**src/hw/rtl/lsf_pkg.sv**
```systemverilog
// Shared types and constants for the least-squares line fit block.
`default_nettype none
package lsf_pkg;

  localparam int CNT_MAX_W = 17;   // widest sample count over the parameter range
  localparam int SUM_W     = 64;   // width of a sum handed to the fit engine
  localparam int PROD_W    = 128;  // width of a full product
  localparam int SHIFT_W   = 5;    // width of a divider scale shift

  typedef enum logic [1:0] {
    FIT_OK   = 2'd0,
    FIT_FEW  = 2'd1,
    FIT_FLAT = 2'd2
  } fit_status_t;

  // Finished sums of one set, as the front hands them to the fit engine.
  typedef struct packed {
    logic [CNT_MAX_W-1:0]    count;
    logic signed [SUM_W-1:0] sx;
    logic signed [SUM_W-1:0] sy;
    logic signed [SUM_W-1:0] sxx;
    logic signed [SUM_W-1:0] syy;
    logic signed [SUM_W-1:0] sxy;
  } snap_t;

  typedef struct packed {
    logic [31:0]          slope;
    logic [31:0]          icpt;
    logic [16:0]          r2;
    fit_status_t          status;
    logic [CNT_MAX_W-1:0] count;
  } res_t;

  typedef struct packed {
    logic                    start;
    logic signed [SUM_W-1:0] a;
    logic signed [SUM_W-1:0] b;
  } mul_req_t;

  typedef struct packed {
    logic               start;
    logic [PROD_W-1:0]  num;
    logic [SHIFT_W-1:0] shift;
    logic [PROD_W-1:0]  den;
  } div_req_t;

endpackage
`default_nettype wire

```
**src/hw/rtl/lsf_fifo.sv**
```systemverilog
// Two-entry queue of finished set sums between front and fit engine.
`default_nettype none
module lsf_fifo (
  input  wire             clk,
  input  wire             rst_n,
  input  wire             push,
  input  lsf_pkg::snap_t  din,
  output logic            full,
  input  wire             pop,
  output lsf_pkg::snap_t  dout,
  output logic            empty
);
  import lsf_pkg::*;

  snap_t      ent_r [2];
  logic       wp_r, wp_nxt, rp_r, rp_nxt;
  logic [1:0] cnt_r, cnt_nxt;

  assign full  = cnt_r == 2'd2;
  assign empty = cnt_r == 2'd0;
  assign dout  = ent_r[rp_r];

  always_comb begin
    wp_nxt  = wp_r;
    rp_nxt  = rp_r;
    cnt_nxt = cnt_r;
    if (push) wp_nxt = ~wp_r;
    if (pop) rp_nxt = ~rp_r;
    if (push && !pop) cnt_nxt = cnt_r + 2'd1;
    else if (pop && !push) cnt_nxt = cnt_r - 2'd1;
  end

  always_ff @(posedge clk) begin
    if (push) ent_r[wp_r] <= din;
  end

  always_ff @(posedge clk) begin
    if (!rst_n) begin
      wp_r  <= 1'b0;
      rp_r  <= 1'b0;
      cnt_r <= 2'd0;
    end else begin
      wp_r  <= wp_nxt;
      rp_r  <= rp_nxt;
      cnt_r <= cnt_nxt;
    end
  end

endmodule
`default_nettype wire

```
**config.mk**
```make
export PLATFORM = sky130hd
export DESIGN_NAME = lsf_fifo
export DESIGN_NICKNAME = d
export VERILOG_FILES = /design/src/hw/rtl/lsf_pkg.sv /design/src/hw/rtl/lsf_fifo.sv
export SDC_FILE = /design/constraint.sdc
export NUM_CORES = 1
export LEC_CHECK = 0
export ABC_AREA = 1
export BUFFER_PORTS_ARGS = -buffer_cell sky130_fd_sc_hd__buf_2
export CAP_MARGIN = 20
export CORE_AREA = 2 2 267 269
export DETAILED_ROUTE_END_ITERATION = 7
export DIE_AREA = 0 0 269 271
export PLACE_DENSITY_LB_ADDON = 0.05
export SKIP_LAST_GASP = 1
export SLEW_MARGIN = 20
export SYNTH_ARGS = -nofsm -noshare
export SYNTH_HDL_FRONTEND = slang
export SYNTH_SLANG_ARGS = --single-unit
```
**constraint.sdc**
```tcl
create_clock -name clk -period 28.3 [get_ports clk]
set_clock_uncertainty 0.05 [all_clocks]
set_input_delay 2.83 -clock clk [delete_from_list [all_inputs] [get_ports clk]]
set_output_delay 2.83 -clock clk [all_outputs]
set_load 0.005 [all_outputs]
```
==> metrics <==
outcome=complete, no violations; Worst Hold Depth=2; clock-pin slew on the worst setup and hold paths=roughly 0.05 ns; DRC Markers=0; Reg2Reg Setup Slack=24.22 ns; post-route setup TNS=0 ns; Sink Count=about 680; # placed instances=roughly 2,700; proportion of layout cells with a drive suffix above 1=0.602; worst rel slew slack=0.226; final net count=~2,200; Final Slew Violations=0; worst slew pin tran=around 1.2 ns; root buf cell=clkbuf_16; synthesis warning total=0; Synth Instances=about 1,100; part of the cycle the worst path needs=0.232; mean number of vias per cell=roughly 4.5; Starting Density=0.376; WL per Instance=23.4 um; TritonCTS Buffers=75; ys async rst share=0; startpoint class of the critical path=register; most frequent cells in the layout=679 x buf_2, 674 x edfxtp_1, 330 x mux2_4; capturing point of the worst reg2reg path=ent_r[0][107]$_DFFE_PP_; Starting DRT DRC Count=around 730; Routed Antenna Nets=0; Critical Path RT=roughly 25 ns; Post-Route WL=around 66 mm; Worst Reg-to-Reg Cells=4; Yosys reg bits=679; total global routing overflow=0; Total Routing Usage GR=0.177; total number of vias=between 10,000 and 15,000; H-tree levels=3; syn avg cell area=24.2 um^2; initial antenna violation count=45; Filler Cells Inserted=approximately 6,100; row count=97; Final min period=6.55 ns; first-pass GRT wire length=92.0 mm; post-CTS setup buffer count=0; gpl congestion=between 0.8 and 0.9; Synth cell types=14; Synth Flop Type=edfxtp_1; commonest non-fill, non-tap cell in the layout=buf_2; Worst Setup Path Type=reg -> out; top cells by area, synth=edfxtp_1 77%, mux2_4 19%, buf_12 2.5%; Seq/Total Area, Yosys=0.776; largest net degree at the start of global routing=around 130; Syn Nets=between 1,000 and 1,500; CP arrival=approximately 3.7 ns; clock latency on the worst-skew pair=approximately 0.60 ns; Pleak=approximately 13 nW; CTS tree=done; CTS max path bufs=3; final worst slack=roughly 22 ns; die height=~270 um; drt pass-1 iters=4; Max-cap violations=0; worst-path fanout max=between 100 and 150; maximum vdd drop=about 0.000047 V; core area=between 60,000 and 70,000 um^2; type of destination of the critical path=primary output; Pwr Density=70.8 nW/um^2; Yosys top cell area share=0.772; number of gates resized after cts=0; dpl ws=between 20 and 25 ns; hold_buf cts=0; hpwl dp=roughly 47 mm; Hold Startpoint=rp_r$_SDFFE_PN0P_; Yosys top cell by area=edfxtp_1; Ports=680; # setup viols final=0; final cell count without fillers=roughly 2,800; Max Clock Freq=between 0.15 and 0.2 GHz; P&R area growth vs syn=24.1%; Port Buffers=about 680; synthesized area=around 26,000 um^2; Die ar.=between 70,000 and 80,000 um^2; r2r startpoint=wp_r$_SDFFE_PN0P_; Fin. Hold Viols=0; vias in the first global route=13,600; RSZ-0062 raised after global routing=no; worst min path class=reg -> reg; Post-synth EDFFs=~670; Die Width=approximately 270 um
[layout make-up]
| type | instances | area, um^2 | share of cell area |
|---|---|---|---|
| flip-flops and latches | 679 | 20300 | 0.625 |
| clock buffers | 102 | 2060 | 0.0633 |
| multi-input cells | 359 | 5140 | 0.158 |
| diodes | 27 | 67.6 | 0.00208 |
| inverters | 8 | 37.5 | 0.00115 |
| clock inverters | 33 | 206 | 0.00634 |
| well taps | 940 | 1180 | 0.0361 |
| repair buffers | 690 | 3510 | 0.108 |
[report_power, final]
part | total (mW) | switching [mW] | internal [mW]
Sequential | 1.18 | 0.0167 | 1.17
Combinational | 0.222 | 0.105 | 0.117
Clock | 0.898 | 0.379 | 0.519
Total | 2.30 | 0.501 | 1.80
[synthesized netlist by cell type (5+ instances only)]
| cell type | n |
|---|---|
| buf_6 | 5 |
| nand2_1 | 8 |
| mux2_4 | 330 |
| nor2_1 | 9 |
| mux2_2 | 7 |
| inv_1 | 8 |
| edfxtp_1 | 674 |
| buf_12 | 33 |
| dfxtp_1 | 5 |
[metal layers]
metal  GRT usage  routed length [um]
met1       0.182               23400
met2       0.310               34800
met3      0.0775                5990
met4      0.0750                2050
met5           0                 194
[registers in the layout, summed over array words and instances (netlist names), named ones only]
name	cells
cnt_r	2
rp_r	1
ent_r	674
wp_r	1
[how the worst max path moves through the flow]
stage	from	to	slack, ns	cells after the start
6_report	register	dout[2]	21.75	4
5_1_grt	register	dout[52]	21.43	4
4_1_cts	register	dout[52]	21.50	4
3_5_place_dp	push	ent_r[0][284]$_DFFE_PP_	21.50	6
3_3_place_gp	push	ent_r[0][216]$_DFFE_PP_	21.50	6
2_1_floorplan	push	ent_r[0][0]$_DFFE_PP_	10.26	2
[kinds of logic (layout without fill, tap and decap cells)]
| kind of cell | count (synthesis) | after routing | synth area share |
|---|---|---|---|
| DFF | 679 | 679 | 0.776 |
| muxes | 337 | 337 | 0.192 |
| buffers and inverters | 46 | 833 | 0.0285 |
| and+or+nand+nor | 19 | 19 | 0.00286 |
| AOI/OAI and AO/OA | 2 | 2 | 0.000381 |
| adders and majority gates | 1 | 1 | 0.000477 |
| other | 0 | 27 | 0 |
[stage by stage]
| stage | util | instance area, um^2 | power (mW) | hold WS, ns |
|---|---|---|---|---|
| detailed placement | 0.433 | 30200 | 1.43 | 0.461 |
| global route | 0.466 | 32500 | 2.39 | 0.510 |
| finish | 0.466 | 32500 | 2.30 | 0.466 |
| CTS | 0.465 | 32500 | 2.34 | 0.476 |
| global placement | 0.433 | 30200 | 1.43 | 0.426 |
| floorplan | - | 26200 | 1.35 | 0.413 |
[worst max-delay path: stages (launching register included)]
cell	delay [ns]
dfxtp_4	0.89
buf_12	0.56
buf_4	0.96
mux2_4	0.36
buf_2	0.13
Note: power is estimated with default switching activity, not from simulation.
