## src/hw/rtl/lsf_pkg.sv

```systemverilog
// Shared types and constants for the least-squares line fit block.
`default_nettype none
package lsf_pkg;

  localparam int CNT_MAX_W = 17;   // widest sample count over the parameter range
  localparam int SUM_W     = 64;   // width of a sum handed to the fit engine
  localparam int PROD_W    = 128;  // width of a full product
  localparam int SHIFT_W   = 5;    // width of a divider scale shift

  typedef enum logic [1:0] {
    FIT_OK   = 2'd0,
    FIT_FEW  = 2'd1,
    FIT_FLAT = 2'd2
  } fit_status_t;

  // Finished sums of one set, as the front hands them to the fit engine.
  typedef struct packed {
    logic [CNT_MAX_W-1:0]    count;
    logic signed [SUM_W-1:0] sx;
    logic signed [SUM_W-1:0] sy;
    logic signed [SUM_W-1:0] sxx;
    logic signed [SUM_W-1:0] syy;
    logic signed [SUM_W-1:0] sxy;
  } snap_t;

  typedef struct packed {
    logic [31:0]          slope;
    logic [31:0]          icpt;
    logic [16:0]          r2;
    fit_status_t          status;
    logic [CNT_MAX_W-1:0] count;
  } res_t;

  typedef struct packed {
    logic                    start;
    logic signed [SUM_W-1:0] a;
    logic signed [SUM_W-1:0] b;
  } mul_req_t;

  typedef struct packed {
    logic               start;
    logic [PROD_W-1:0]  num;
    logic [SHIFT_W-1:0] shift;
    logic [PROD_W-1:0]  den;
  } div_req_t;

endpackage
`default_nettype wire

```

## src/hw/rtl/lsf_front.sv

```systemverilog
// Front end: takes sample items and keeps the exact count and sums of a set.
`default_nettype none
module lsf_front #(
  parameter int MAX_POINTS = 1024
) (
  input  wire                 clk,
  input  wire                 rst_n,
  input  wire                 in_valid,
  output logic                in_ready,
  input  wire signed [15:0]   in_x_value,
  input  wire signed [15:0]   in_y_value,
  input  wire                 in_last_point,
  input  wire                 q_full,
  output logic                q_push,
  output lsf_pkg::snap_t      q_snap
);
  import lsf_pkg::*;

  localparam int CW  = $clog2(MAX_POINTS + 1);
  localparam int SXW = CW + 16;
  localparam int SQW = CW + 31;

  logic [CW-1:0]         cnt_r, cnt_nxt, cnt_add;
  logic signed [SXW-1:0] sx_r, sx_nxt, sx_add, sy_r, sy_nxt, sy_add;
  logic signed [SQW-1:0] sxx_r, sxx_nxt, sxx_add, syy_r, syy_nxt, syy_add;
  logic signed [SQW-1:0] sxy_r, sxy_nxt, sxy_add;
  logic signed [31:0]    xx, yy, xy;
  logic                  fire, take;

  assign in_ready = !q_full;
  assign fire     = in_valid && in_ready;
  assign take     = cnt_r < CW'(MAX_POINTS);
  assign xx       = in_x_value * in_x_value;
  assign yy       = in_y_value * in_y_value;
  assign xy       = in_x_value * in_y_value;

  always_comb begin
    cnt_add = cnt_r;
    sx_add  = sx_r;
    sy_add  = sy_r;
    sxx_add = sxx_r;
    syy_add = syy_r;
    sxy_add = sxy_r;
    if (take) begin
      cnt_add = cnt_r + CW'(1);
      sx_add  = sx_r + SXW'(in_x_value);
      sy_add  = sy_r + SXW'(in_y_value);
      sxx_add = sxx_r + SQW'(xx);
      syy_add = syy_r + SQW'(yy);
      sxy_add = sxy_r + SQW'(xy);
    end
    q_push       = fire && in_last_point;
    q_snap.count = CNT_MAX_W'(cnt_add);
    q_snap.sx    = SUM_W'(sx_add);
    q_snap.sy    = SUM_W'(sy_add);
    q_snap.sxx   = SUM_W'(sxx_add);
    q_snap.syy   = SUM_W'(syy_add);
    q_snap.sxy   = SUM_W'(sxy_add);
    cnt_nxt = cnt_r;
    sx_nxt  = sx_r;
    sy_nxt  = sy_r;
    sxx_nxt = sxx_r;
    syy_nxt = syy_r;
    sxy_nxt = sxy_r;
    if (fire) begin
      if (in_last_point) begin
        cnt_nxt = '0;
        sx_nxt  = '0;
        sy_nxt  = '0;
        sxx_nxt = '0;
        syy_nxt = '0;
        sxy_nxt = '0;
      end else begin
        cnt_nxt = cnt_add;
        sx_nxt  = sx_add;
        sy_nxt  = sy_add;
        sxx_nxt = sxx_add;
        syy_nxt = syy_add;
        sxy_nxt = sxy_add;
      end
    end
  end

  always_ff @(posedge clk) begin
    if (!rst_n) begin
      cnt_r <= '0;
      sx_r  <= '0;
      sy_r  <= '0;
      sxx_r <= '0;
      syy_r <= '0;
      sxy_r <= '0;
    end else begin
      cnt_r <= cnt_nxt;
      sx_r  <= sx_nxt;
      sy_r  <= sy_nxt;
      sxx_r <= sxx_nxt;
      syy_r <= syy_nxt;
      sxy_r <= sxy_nxt;
    end
  end

endmodule
`default_nettype wire

```

## config.mk

```make
export PLATFORM = sky130hd
export DESIGN_NAME = lsf_front
export DESIGN_NICKNAME = d
export VERILOG_FILES = /design/src/hw/rtl/lsf_pkg.sv /design/src/hw/rtl/lsf_front.sv
export SDC_FILE = /design/constraint.sdc
export NUM_CORES = 2
export LEC_CHECK = 0
export ABC_AREA = 1
export ABC_CLOCK_PERIOD_IN_PS = 16200
export BUFFER_PORTS_ARGS = -buffer_cell sky130_fd_sc_hd__buf_2
export CORE_ASPECT_RATIO = 1.1
export CORE_MARGIN = 2
export CORE_UTILIZATION = 66
export DETAILED_ROUTE_END_ITERATION = 10
export HOLD_SLACK_MARGIN = 0.12
export PLACE_DENSITY = 0.86
export SETUP_SLACK_MARGIN = 0.1
export SYNTH_ARGS = -nofsm -noshare
export SYNTH_HDL_FRONTEND = slang
export SYNTH_SLANG_ARGS = --single-unit
```

## constraint.sdc

```tcl
create_clock -name clk -period 16.2 [get_ports clk]
set_input_delay 1.62 -clock clk [delete_from_list [all_inputs] [get_ports clk]]
set_output_delay 1.62 -clock clk [all_outputs]
set_load 0.1 [all_outputs]
```

==> impl_metrics.env <==
export IMPL_run_status="completed"
export IMPL_synth_edf_count=0
export IMPL_die_h_um=303.8
export IMPL_cpPeakStageDelay_ns=0.88
export IMPL_io_pins=376
export IMPL_dp_slack_ns=5.342
export IMPL_initial_core_util_pct=66.89
export IMPL_crit_slowest_cell="fa_1"
export IMPL_routed_via_count=47330
export IMPL_clock_latency_ns=0.56
export IMPL_dr_pass1_iters=6
export IMPL_yosys_warnings=0
export IMPL_dp_hpwl_um=124700
export IMPL_synth_async_reset_ratio_pct=0
export IMPL_path_clk_slew_ns=0.10
export IMPL_arrival_ns=9.28
export IMPL_coreArea_mm2=0.08060
export IMPL_rows=109
export IMPL_setup_violations_final=0
export IMPL_drt_total_wl_um=155800
export IMPL_antenna_found_initial=3
export IMPL_crit_buf_inv=8
export IMPL_cts_resized=0
export IMPL_fin_ws_ns=5.297
export IMPL_htree_levels=4
export IMPL_yosysUniqueCellTypes=50
export IMPL_post_route_period_util_pct=67.30
export IMPL_end_kind="output pin"
export IMPL_cts_hold_buf=0
export IMPL_antenna_left=0
export IMPL_fmax_mhz=91.72
export IMPL_maxCapViolations=0
export IMPL_clock_path_buffers=2
export IMPL_cts_root_buf="clkbuf_16"
export IMPL_area_growth_pct=4.059
export IMPL_rsz0062_at_grt="false"
export IMPL_relSlewSlack_pct=22.25
export IMPL_grt_usage_pct=38.10
export IMPL_drv_slew=0
export IMPL_wl_per_cell_um=18.12
export IMPL_place_area_mm2=0.05545
export IMPL_setup_tns_ns=0
export IMPL_die_w_um=276.5
export IMPL_cts_buffers=17
export IMPL_layout_common_cells="1984 x nand2_1, 1903 x inv_1, 950 x fa_1"
export IMPL_finalCriticalPeriod_ns=10.90
export IMPL_clkSinkCount=191
export IMPL_syn_area_per_cell_um2=7.225
export IMPL_drive_above_1_share_pct=8.762
export IMPL_path_common_cell="fa_1"
export IMPL_grt_max_degree=191
export IMPL_syn_area_mm2=0.05391
export IMPL_crit_type="in -> out"
export IMPL_vias_per_cell=5.503
export IMPL_hold_class="reg -> reg"
export IMPL_gp_congestion=0.9735
export IMPL_drc_errors=0
export IMPL_grt_overflow=0
export IMPL_nets=8966
export IMPL_worstMarginPinSlew_ns=1.166
export IMPL_fill_cells=6749
export IMPL_required_ns=14.58
export IMPL_seq_area_frac_synth_pct=7.092
export IMPL_fin_skew_ns=0.02600
export IMPL_drtIter0Drc=3691
export IMPL_final_common_cell="nand2_1"
export IMPL_die_area_mm2=0.08399
export IMPL_seq_area_mm2=0.003827
export IMPL_design_area_mm2=0.05610
export IMPL_port_buffers=369
export IMPL_synth_seq_cells=191
export IMPL_grt_pass1_wl_um=252500
export IMPL_ys_flop_type="dfxtp_1"
export IMPL_grt_pass1_vias=48870
export IMPL_cp_start_kind="primary input"
export IMPL_hold_viol=0
export IMPL_cp_max_fo=51
export IMPL_critPathTopFamily="adder cells"
export IMPL_post_cts_buffers=0
export IMPL_cts_tree="done"
export IMPL_multi_input_area_mm2=0.04093
export IMPL_syn_inst=7462
## per-stage QoR
| stage | std cells | util [%] | hold WS, ns |
|---|---|---|---|
| 3_3_place_gp | 8566 | 68.80 | 0.4531 |
| 3_5_place_dp | 8566 | 68.80 | 0.4626 |
| 2_1_floorplan | 7467 | - | 0.4453 |
| 6_report | 8601 | 69.60 | 0.4831 |
| 4_1_cts | 8598 | 69.59 | 0.4778 |
| 5_1_grt | 8600 | 69.60 | 0.5102 |
## routing by layer
metal,GRT usage [%],part of all wire (%),up-vias
li1,-,-,21990
met1,46.78,38,22860
met5,0.1140,0.0071,-
met4,21.82,6.4,2
met2,64.52,49,1926
met3,5.378,7.0,557
## synthesized netlist by cell type, types with 7 or more instances
| master | number | area, um^2 |
|---|---|---|
| buf_1 | 14 | 52.55 |
| inv_2 | 18 | 67.56 |
| a21oi_1 | 333 | 1667 |
| buf_4 | 148 | 1111 |
| nand2_2 | 38 | 237.7 |
| o21bai_1 | 47 | 352.8 |
| dfxtp_1 | 191 | 3824 |
| nor2_1 | 300 | 1126 |
| a21oi_2 | 21 | 183.9 |
| buf_2 | 34 | 170.2 |
| a21o_1 | 15 | 112.6 |
| a21boi_0 | 9 | 67.56 |
| nor2_2 | 31 | 193.9 |
| nand2_1 | 1985 | 7451 |
| or2_2 | 68 | 425.4 |
| inv_1 | 1904 | 7147 |
| clkbuf_1 | 163 | 611.8 |
| nor4_1 | 9 | 56.30 |
| xnor2_1 | 22 | 192.7 |
| mux2i_1 | 7 | 70.07 |
| o21ai_1 | 28 | 140.1 |
| o211ai_1 | 7 | 52.55 |
| nand4_1 | 56 | 350.3 |
| o21ai_0 | 79 | 395.4 |
| fa_1 | 950 | 19020 |
| xor2_1 | 38 | 332.8 |
| nand3_1 | 343 | 1717 |
| nand3_2 | 18 | 180.2 |
| nand3b_1 | 33 | 247.7 |
| nor3_1 | 30 | 150.1 |
| and2_1 | 33 | 206.5 |
| ha_1 | 448 | 5605 |
## area by class of cell
cell class / count / area share [%]
multi-input cells: 4992 / 72.96
inverters: 1922 / 12.88
flip-flops and latches: 191 / 6.822
repair buffers: 407 / 3.823
well taps: 1054 / 2.351
clock buffers: 17 / 0.7583
clock inverters: 15 / 0.3858
diodes: 3 / 0.01338
## worst reg2reg max path, stage by stage, from the launching register on
cell and delay, ns:
dfxtp_1 0.35, ha_1 0.19, or2_2 0.31, fa_1 0.57
fa_1 0.45, fa_1 0.54, inv_1 0.05, fa_1 0.47
inv_1 0.04, ha_1 0.44, nand2_2 0.12, nor2_1 0.25
nand2_1 0.12, nor2_1 0.17, nand3_1 0.15, nand3_1 0.11
nand2_1 0.06, nand3_1 0.14, nand2_1 0.34, nand2_1 0.15
a21oi_1 0.08
## flip-flops by register name, summed over array words and instances, names as in the netlist
| signal | count |
|---|---|
| cnt_r | 11 |
| sx_r | 27 |
| sxx_r | 42 |
| sxy_r | 42 |
| sy_r | 27 |
| syy_r | 42 |
## kinds of logic after synthesis
kind of cell               count (synthesis)  share of synthesized area (%)
and+or+nand+nor                         2965                          23.29
buffers and inverters                   2284                          17.05
adders and majority gates               1398                          45.67
AOI/OAI and AO/OA                        556                          5.781
DFF                                      191                          7.092
xor gates and xnor gates                  60                         0.9747
muxes                                      7                         0.1300
other                                      1                       0.006956
## worst paths after layout
kind / from / end / slack, ns / depth (start not counted)
worst max-delay path: in_x_value[15] / q_snap[52] / 5.30 / 25
worst min register to register: cnt_r[9] / cnt_r[9] / 0.48 / 2
worst max register to register: syy_r[15] / syy_r[41] / 10.96 / 20
worst min-delay path: cnt_r[9] / cnt_r[9] / 0.48 / 2
Power is not shown: default switching activity piles up to over one toggle a cycle in this logic, so the estimate is an artifact.
